$ cat config.mk
export PLATFORM = sky130hd
export DESIGN_NAME = utf16le_string_list_to_utf8
export DESIGN_NICKNAME = d
export VERILOG_FILES = /design/src/rtl/u16u8_pkg.sv /design/src/rtl/utf16le_string_list_to_utf8.sv /design/src/rtl/u16u8_front.sv /design/src/rtl/u16u8_fifo.sv /design/src/rtl/u16u8_back.sv
export SDC_FILE = /design/constraint.sdc
export NUM_CORES = 1
export LEC_CHECK = 0
export BUFFER_PORTS_ARGS = -buffer_cell sky130_fd_sc_hd__buf_4
export CORE_ASPECT_RATIO = 1.1
export CORE_MARGIN = 4
export CORE_UTILIZATION = 63
export CTS_BUF_LIST = sky130_fd_sc_hd__clkbuf_4
export CTS_CLUSTER_SIZE = 12
export DETAILED_ROUTE_END_ITERATION = 6
export PLACE_DENSITY = 0.83
export SLEW_MARGIN = 0
export SYNTH_ARGS = -nofsm -noshare
export SYNTH_HDL_FRONTEND = slang
export SYNTH_SLANG_ARGS = --single-unit
$ cat constraint.sdc
create_clock -name i_clk -period 5.4 [get_ports i_clk]
set_input_delay 0.27 -clock i_clk [delete_from_list [all_inputs] [get_ports i_clk]]
set_output_delay 0.27 -clock i_clk [all_outputs]
set_load 0.1 [all_outputs]
$ cat src/rtl/u16u8_pkg.sv
// ----------------------------------------------------------------------------
// u16u8_pkg
// Shared types and constants for the UTF-16LE / 8-bit string to UTF-8 block.
// ----------------------------------------------------------------------------
package u16u8_pkg;

    localparam int FIFO_DEPTH = 4;

    localparam logic [7:0] NEWLINE   = 8'h0A;
    localparam logic [7:0] PFX_CONT  = 8'h80;
    localparam logic [7:0] PFX_TWO   = 8'hC0;
    localparam logic [7:0] PFX_THREE = 8'hE0;

    // byte position within a value
    typedef enum logic [2:0] {
        POS_FIRST  = 3'b001,
        POS_SECOND = 3'b010,
        POS_LATER  = 3'b100
    } t_pos;

    // one queued item: up to three output bytes, bytes[0] goes first
    typedef struct packed {
        logic [2:0][7:0] bytes;
        logic [1:0]      cnt;
        logic            bare;
        logic            last;
    } t_cmd;

endpackage

$ cat src/rtl/utf16le_string_list_to_utf8.sv
// ----------------------------------------------------------------------------
// utf16le_string_list_to_utf8
// Converts a stored string value (UTF-16LE or 8-bit text) to UTF-8 bytes.
// ----------------------------------------------------------------------------
// Input channel: one raw byte per item (i_data_byte, i_last_byte on the
// final byte), valid/ready. Output channel: one UTF-8 byte per item with
// o_byte_valid (0 for a bare end marker) and o_end_of_value on the final
// result of a value. i_cfg_we/i_cfg_data write list_mode (0 single string,
// 1 null-separated list); user's duty, unchecked: only while the block is idle.
// The front accepts one byte per cycle whenever the queue has room and
// classifies it into a group of 0 to 3 output bytes; groups go into a
// FIFO_DEPTH-entry queue. The back drains one byte per cycle while the
// receiver is ready, so a byte that makes one output byte sustains 1
// item/cycle. Each group is registered in the queue before it reaches
// the output. Bytes that make no output (the held first byte, a UTF-16
// low byte) never enter the queue, except a last byte, which queues a
// bare end marker.
// Synchronous reset empties the queue, clears decode state and sets
// list_mode to 0. When the receiver stalls the output holds and the queue
// fills; o_in_ready drops only when the queue is full.
// ----------------------------------------------------------------------------
module utf16le_string_list_to_utf8 #(
    parameter int FIFO_DEPTH = u16u8_pkg::FIFO_DEPTH
) (
    input  logic       i_clk,
    input  logic       i_rst_n,
    input  logic       i_cfg_we,
    input  logic       i_cfg_data,
    input  logic       i_in_valid,
    output logic       o_in_ready,
    input  logic [7:0] i_data_byte,
    input  logic       i_last_byte,
    output logic       o_out_valid,
    input  logic       i_out_ready,
    output logic [7:0] o_out_byte,
    output logic       o_byte_valid,
    output logic       o_end_of_value
);

    logic            push;
    logic            pop;
    logic            q_full;
    logic            q_empty;
    u16u8_pkg::t_cmd cmd;
    u16u8_pkg::t_cmd head;

    u16u8_front u_front (
        .i_clk       (i_clk),
        .i_rst_n     (i_rst_n),
        .i_cfg_we    (i_cfg_we),
        .i_cfg_data  (i_cfg_data),
        .i_in_valid  (i_in_valid),
        .o_in_ready  (o_in_ready),
        .i_data_byte (i_data_byte),
        .i_last_byte (i_last_byte),
        .i_q_full    (q_full),
        .o_push      (push),
        .o_cmd       (cmd)
    );

    u16u8_fifo #(.DEPTH(FIFO_DEPTH)) u_fifo (
        .i_clk   (i_clk),
        .i_rst_n (i_rst_n),
        .i_push  (push),
        .i_cmd   (cmd),
        .i_pop   (pop),
        .o_full  (q_full),
        .o_empty (q_empty),
        .o_head  (head)
    );

    u16u8_back u_back (
        .i_clk          (i_clk),
        .i_rst_n        (i_rst_n),
        .i_q_empty      (q_empty),
        .i_head         (head),
        .o_pop          (pop),
        .o_out_valid    (o_out_valid),
        .i_out_ready    (i_out_ready),
        .o_out_byte     (o_out_byte),
        .o_byte_valid   (o_byte_valid),
        .o_end_of_value (o_end_of_value)
    );

endmodule

$ cat src/rtl/u16u8_front.sv
// ----------------------------------------------------------------------------
// u16u8_front
// Accepts input bytes, tracks encoding and list state, and turns each item
// with output or a last byte into a queue entry of up to three UTF-8 bytes.
// ----------------------------------------------------------------------------
module u16u8_front (
    input  logic              i_clk,
    input  logic              i_rst_n,
    input  logic              i_cfg_we,
    input  logic              i_cfg_data,
    input  logic              i_in_valid,
    output logic              o_in_ready,
    input  logic [7:0]        i_data_byte,
    input  logic              i_last_byte,
    input  logic              i_q_full,
    output logic              o_push,
    output u16u8_pkg::t_cmd   o_cmd
);

    typedef struct packed {
        logic [2:0][7:0] bytes;
        logic [1:0]      cnt;
        logic            stopped;
        logic            emitted_any;
        logic            last_nl;
        logic            prev_null;
        logic            str_start;
    } t_emit;

    function automatic t_emit put_byte(t_emit e, logic [7:0] b);
        t_emit r;
        r = e;
        if (r.cnt != 2'd3) begin
            r.bytes[r.cnt] = b;
            r.cnt          = r.cnt + 2'd1;
        end
        r.emitted_any = 1'b1;
        r.last_nl     = (b == u16u8_pkg::NEWLINE);
        return r;
    endfunction

    function automatic t_emit narrow(t_emit e, logic [7:0] b, logic is_last, logic lm);
        t_emit r;
        r = e;
        if (!r.stopped) begin
            if (!lm) begin
                if (b == 8'h00) r.stopped = 1'b1;
                else            r = put_byte(r, b);
            end else if (b == 8'h00) begin
                if (r.str_start) begin
                    r.stopped = 1'b1;
                end else begin
                    r           = put_byte(r, u16u8_pkg::NEWLINE);
                    r.str_start = 1'b1;
                end
            end else begin
                r           = put_byte(r, b);
                r.str_start = 1'b0;
                if (is_last) r = put_byte(r, u16u8_pkg::NEWLINE);
            end
        end
        return r;
    endfunction

    function automatic t_emit wide(t_emit e, logic [15:0] u, logic lm);
        t_emit r;
        r = e;
        if (!r.stopped) begin
            if (u == 16'h0000) begin
                if (!lm || r.prev_null) begin
                    r.stopped = 1'b1;
                end else begin
                    if (r.emitted_any && !r.last_nl) r = put_byte(r, u16u8_pkg::NEWLINE);
                    r.prev_null = 1'b1;
                end
            end else begin
                r.prev_null = 1'b0;
                if (u[15:7] == 9'd0) begin
                    r = put_byte(r, {1'b0, u[6:0]});
                end else if (u[15:11] == 5'd0) begin
                    r = put_byte(r, u16u8_pkg::PFX_TWO | {3'b000, u[10:6]});
                    r = put_byte(r, u16u8_pkg::PFX_CONT | {2'b00, u[5:0]});
                end else begin
                    r = put_byte(r, u16u8_pkg::PFX_THREE | {4'b0000, u[15:12]});
                    r = put_byte(r, u16u8_pkg::PFX_CONT | {2'b00, u[11:6]});
                    r = put_byte(r, u16u8_pkg::PFX_CONT | {2'b00, u[5:0]});
                end
            end
        end
        return r;
    endfunction

    logic              r_list_mode;
    u16u8_pkg::t_pos   r_pos;
    logic [7:0]        r_held;
    logic              r_wide;
    logic [7:0]        r_pend;
    logic              r_half;
    logic              r_stopped;
    logic              r_emitted_any;
    logic              r_last_nl;
    logic              r_prev_null;
    logic              r_str_start;

    u16u8_pkg::t_pos   n_pos;
    logic              n_wide;
    logic              n_half;
    t_emit             e_cur;
    t_emit             e_new;
    logic              accept;

    assign o_in_ready = !i_q_full;
    assign accept     = i_in_valid && o_in_ready;

    always_comb begin
        e_cur.bytes       = '0;
        e_cur.cnt         = 2'd0;
        e_cur.stopped     = r_stopped;
        e_cur.emitted_any = r_emitted_any;
        e_cur.last_nl     = r_last_nl;
        e_cur.prev_null   = r_prev_null;
        e_cur.str_start   = r_str_start;
        e_new             = e_cur;
        n_pos             = r_pos;
        n_wide            = r_wide;
        n_half            = r_half;
        unique case (r_pos)
            u16u8_pkg::POS_FIRST: begin
                n_pos = u16u8_pkg::POS_SECOND;
                if (i_last_byte) e_new = narrow(e_cur, i_data_byte, 1'b1, r_list_mode);
            end
            u16u8_pkg::POS_SECOND: begin
                n_pos = u16u8_pkg::POS_LATER;
                if (i_data_byte == 8'h00) begin
                    n_wide = 1'b1;
                    e_new  = wide(e_cur, {8'h00, r_held}, r_list_mode);
                end else begin
                    n_wide = 1'b0;
                    e_new  = narrow(e_cur, r_held, 1'b0, r_list_mode);
                    e_new  = narrow(e_new, i_data_byte, i_last_byte, r_list_mode);
                end
            end
            default: begin
                if (r_wide) begin
                    n_half = !r_half;
                    if (r_half) e_new = wide(e_cur, {i_data_byte, r_pend}, r_list_mode);
                end else begin
                    e_new = narrow(e_cur, i_data_byte, i_last_byte, r_list_mode);
                end
            end
        endcase
    end

    always_comb begin
        o_push     = accept && (e_new.cnt != 2'd0 || i_last_byte);
        o_cmd.last = i_last_byte;
        if (e_new.cnt == 2'd0) begin
            o_cmd.bytes = '0;
            o_cmd.cnt   = 2'd1;
            o_cmd.bare  = 1'b1;
        end else begin
            o_cmd.bytes = e_new.bytes;
            o_cmd.cnt   = e_new.cnt;
            o_cmd.bare  = 1'b0;
        end
    end

    always_ff @(posedge i_clk) begin
        if (!i_rst_n) begin
            r_list_mode <= 1'b0;
        end else if (i_cfg_we) begin
            r_list_mode <= i_cfg_data;
        end
    end

    always_ff @(posedge i_clk) begin
        if (!i_rst_n || (accept && i_last_byte)) begin
            r_pos         <= u16u8_pkg::POS_FIRST;
            r_held        <= 8'h00;
            r_wide        <= 1'b0;
            r_pend        <= 8'h00;
            r_half        <= 1'b0;
            r_stopped     <= 1'b0;
            r_emitted_any <= 1'b0;
            r_last_nl     <= 1'b0;
            r_prev_null   <= 1'b0;
            r_str_start   <= 1'b1;
        end else if (accept) begin
            r_pos         <= n_pos;
            r_wide        <= n_wide;
            r_half        <= n_half;
            r_stopped     <= e_new.stopped;
            r_emitted_any <= e_new.emitted_any;
            r_last_nl     <= e_new.last_nl;
            r_prev_null   <= e_new.prev_null;
            r_str_start   <= e_new.str_start;
            if (r_pos == u16u8_pkg::POS_FIRST) r_held <= i_data_byte;
            if (r_pos == u16u8_pkg::POS_LATER && r_wide && !r_half) r_pend <= i_data_byte;
        end
    end

endmodule

$ cat src/rtl/u16u8_fifo.sv
// ----------------------------------------------------------------------------
// u16u8_fifo
// Small queue of byte groups between the front and back parts.
// ----------------------------------------------------------------------------
module u16u8_fifo #(
    parameter int DEPTH = u16u8_pkg::FIFO_DEPTH
) (
    input  logic            i_clk,
    input  logic            i_rst_n,
    input  logic            i_push,
    input  u16u8_pkg::t_cmd i_cmd,
    input  logic            i_pop,
    output logic            o_full,
    output logic            o_empty,
    output u16u8_pkg::t_cmd o_head
);

    localparam int AW = (DEPTH > 1) ? $clog2(DEPTH) : 1;
    localparam int CW = $clog2(DEPTH + 1);

    u16u8_pkg::t_cmd r_mem [DEPTH];
    logic [AW-1:0]   r_wr;
    logic [AW-1:0]   r_rd;
    logic [CW-1:0]   r_cnt;
    logic            do_push;
    logic            do_pop;

    assign o_full  = (r_cnt == CW'(DEPTH));
    assign o_empty = (r_cnt == '0);
    assign o_head  = r_mem[r_rd];
    assign do_push = i_push && !o_full;
    assign do_pop  = i_pop && !o_empty;

    always_ff @(posedge i_clk) begin
        if (do_push) r_mem[r_wr] <= i_cmd;
    end

    always_ff @(posedge i_clk) begin
        if (!i_rst_n) begin
            r_wr  <= '0;
            r_rd  <= '0;
            r_cnt <= '0;
        end else begin
            if (do_push) r_wr <= (r_wr == AW'(DEPTH - 1)) ? '0 : r_wr + 1'b1;
            if (do_pop)  r_rd <= (r_rd == AW'(DEPTH - 1)) ? '0 : r_rd + 1'b1;
            if (do_push && !do_pop)      r_cnt <= r_cnt + 1'b1;
            else if (do_pop && !do_push) r_cnt <= r_cnt - 1'b1;
        end
    end

endmodule

$ cat src/rtl/u16u8_back.sv
// ----------------------------------------------------------------------------
// u16u8_back
// Walks the queue head one byte per cycle onto the output channel while the receiver is ready.
// ----------------------------------------------------------------------------
module u16u8_back (
    input  logic            i_clk,
    input  logic            i_rst_n,
    input  logic            i_q_empty,
    input  u16u8_pkg::t_cmd i_head,
    output logic            o_pop,
    output logic            o_out_valid,
    input  logic            i_out_ready,
    output logic [7:0]      o_out_byte,
    output logic            o_byte_valid,
    output logic            o_end_of_value
);

    logic [1:0] r_idx;
    logic       at_end;
    logic       fire;

    assign at_end         = (r_idx == i_head.cnt - 2'd1);
    assign o_out_valid    = !i_q_empty;
    assign o_out_byte     = i_head.bytes[r_idx];
    assign o_byte_valid   = !i_head.bare;
    assign o_end_of_value = i_head.last && at_end;
    assign fire           = o_out_valid && i_out_ready;
    assign o_pop          = fire && at_end;

    always_ff @(posedge i_clk) begin
        if (!i_rst_n) begin
            r_idx <= 2'd0;
        end else if (fire) begin
            r_idx <= at_end ? 2'd0 : r_idx + 2'd1;
        end
    end

endmodule

==> metrics.txt <==
Layout area overhead 9.17%; All-Layer GR Usage 31.8%; setup ws final 1010 ps; full die area 13200 µm²; # IOs 27; DP Wirelength 13.8 mm; Worst-Margin Slew 1280 ps; clock tree buffer depth 2; max_cap viols 0; number of global-route vias before repair 5443; Worst Hold Class primary input to flop; PwrDens 440 nW/µm²; routed wire length per instance 24.6 µm; startpoint types flop; biggest area consumer among synthesized cells edfxtp_1; Gates resized, CTS repair 0; CTS buffer count 17; path type of the worst setup path flop to flop; die width 110 µm; crit end category flop; LEAKAGE 2.68 nW; total wire length 19.6 mm; Slew Limit Fails 0; Worst-path clk slew 140 ps; IO buf count 26; final period utilization 81.3%; Vias/cell 6.87; synth unique cells 71; Synth Instances 611; status finished clean; Final Wtd Congestion 1.01; placed standard-cell area 7560 µm²; CORE AREA 11100 µm²; max_slew headroom 14.3%; count of final setup violators 0; CP required 5870 ps; Rows 40; Starting Density 65.2%; # DRC 0; Place WS 1130 ps; Pwr Total 0.00347 W; largest stage delay on the critical path 520 ps; initial antenna violation count 0; Post-synth ARST share 0%; Buf+Inv Stages, Crit Path 2; initial DRC count 634; flops & latches, synth 146; maximum fanout along the worst path 22; CTS tree done; unrepaired setup endpoints after global routing false; H-tree depth 4; post-synth top area share 44.9%; Post-layout nets 663; post-synthesis sequential area ratio 55.5%; Worst Path Arrival 4860 ps; Worst R2R Start u_front.r_held[1]; clock root buffer clkbuf_4; via count 5493; final setup TNS 0 ps; slowest cell on the critical path nor4_1; later-pin clock latency in the skew report 550 ps; layout cells sized above 1 17.3%; Die Span Y 120 µm; final hold violation count 0; f_max 228 MHz; overflow left after global routing 0; Min-Delay Startpoint i_data_byte[4]; Fillers 767; first-pass GRT wire length 31.0 mm; Routed Antenna Nets 0; final setup skew 29.8 ps; first-pass iteration count of the detailed router 6; cell area after layout 7880 µm²; clock sink count 146; Top FF cell, synth edfxtp_1; synth warn 0; Post-synth EDFFs 108; largest net degree at the start of global routing 28; Period minus WS final 4390 ps; crit path from u_front.r_held[1]; mapped cell area 7220 µm²; Reg area 4010 µm²; critical path cell sequence nor4_1, and2_1, a21oi_1, inv_1, ha_1, a2111o_1, o2111ai_2, a21oi_4, a21oi_2, ha_1, inv_1, fa_1, xor2_1, or3_1, a21boi_0; Multi-input gate area 2980 µm²; CP top delay family compound AO/OA/AOI/OAI gates; Area contributors post-synth edfxtp_1, dfxtp_1, mux4_2; diode count 0; Synth Area per Inst 11.8 µm²; syn_nets 635; maximum VDD drop 0.000289 V
layout by cell type, fill, tap and decap left out, types with 3 or more instances in the layout:
cell / synthesis / layout
edfxtp_1: 108 / 108
nand2_1: 53 / 53
nor2_1: 48 / 48
buf_4: 1 / 42
a21oi_1: 38 / 38
dfxtp_1: 38 / 37
o21ai_0: 35 / 35
mux4_2: 27 / 27
nand3_1: 21 / 21
mux2i_1: 20 / 20
inv_1: 18 / 18
clkbuf_4: 0 / 18
and2_1: 13 / 13
nor3_1: 10 / 10
nand2b_1: 10 / 10
a31oi_1: 9 / 9
o22ai_1: 9 / 9
ha_1: 8 / 8
nor2b_1: 7 / 7
or3_1: 7 / 7
a22oi_1: 7 / 7
nor4_1: 6 / 6
a21boi_0: 5 / 5
o221ai_1: 4 / 4
nand4_1: 4 / 4
a22o_1: 4 / 4
a211oi_1: 4 / 4
clkinv_4: 0 / 4
dlygate4sd3_1: 0 / 4
a21o_1: 3 / 3
xnor2_1: 3 / 3
a41oi_1: 3 / 3
o211ai_1: 3 / 3
inv_6: 0 / 3
inv_8: 0 / 3
Yosys cell counts, types with 5 or more instances:
library cell  count
a21oi_1          38
ha_1              8
nor4_1            6
mux4_2           27
o22ai_1           9
dfxtp_1          38
nor2b_1           7
a22oi_1           7
or3_1             7
a31oi_1           9
a21boi_0          5
nor2_1           48
buf_2             7
mux2i_1          20
edfxtp_1        108
nor3_1           10
and2_1           13
nand2_1          53
inv_1            18
nand2b_1         10
nand3_1          21
clkbuf_1         24
o21ai_0          35
layout make-up:
type,count,share of cell area (%)
Sequential cell,146,50.8
Multi-Input combinational cell,409,37.9
Timing Repair Buffer,46,4.51
Tap cell,147,2.33
Clock inverter,14,1.84
Clock buffer,18,1.72
Inverter,19,0.905
per-layer routing:
layer  share of wire (%)  vias to the layer above  routed length [µm]  GRT usage (%)
met5                   0                        -                   0              0
met4                 4.6                        0                 904           14.0
met3                 8.3                       75                1630           6.67
met2                  51                      371                9920           51.8
met1                  37                     2641                7180           40.8
li1                    -                     2406                   -              -
power breakdown:
group          internal [W]  switching, W  leakage, nW
logic              0.000396      0.000932         1.23
registers           0.00137     0.0000952         1.30
clock network      0.000250      0.000430        0.154
path summary, 6_finish.rpt:
kind / end / slack (ps) / cells past startpoint
max: u_fifo.r_cnt[2] / 1010 / 15
min: u_front.r_held[4] / 40 / 3
max reg2reg: u_fifo.r_cnt[2] / 1010 / 15
min reg2reg: u_front.r_held[5] / 510 / 2
logic make-up (layout without fill, tap and decap cells):
logic type,after synthesis,after routing,share of synthesized area (%)
DFF,146,146,55.5
muxes,47,47,11.2
buffers and inverters,56,97,3.19
adders and majority gates,9,9,1.66
AOI/OAI and AO/OA,154,154,14.4
xor gates and xnor gates,5,5,0.607
and+or+nand+nor,194,194,13.5
metrics by stage:
step                util (%)  instances  hold WS, ps
finish                  71.2        799         43.0
global route            71.2        799         12.2
CTS                     71.2        799         1.59
detailed placement      68.3        763          498
global placement        68.3        763          479
floorplan                  -        611          369
sequential cells by signal, indices dropped and copies added, names as in the netlist, named ones only:
name,flops
u_back.r_idx,2
u_front.r_prev_null,1
u_fifo.r_wr,2
u_front.r_wide,1
u_front.r_stopped,1
u_front.r_last_nl,1
u_fifo.r_mem,108
u_front.r_half,1
u_front.r_pos,3
u_fifo.r_rd,2
u_front.r_str_start,1
u_front.r_pend,8
u_front.r_emitted_any,1
u_front.r_list_mode,1
u_front.r_held,8
u_fifo.r_cnt,3
worst reg2reg max path: cells and delay by family (launching register included):
family	cells	cell delay (ps)
AOI/OAI and AO/OA	6	1410
xor gates and xnor gates	1	170
adders and majority gates	3	920
buffers and inverters	2	190
DFF	1	390
and+or+nand+nor	3	1250
timing repair:
item / 4_1_cts / 5_1_grt
endpoints found under the hold margin: 3 / 0
hold buffers: 4 / 0
setup buffers: 0 / 0
No activity file was read; power rests on OpenSTA's default activity.
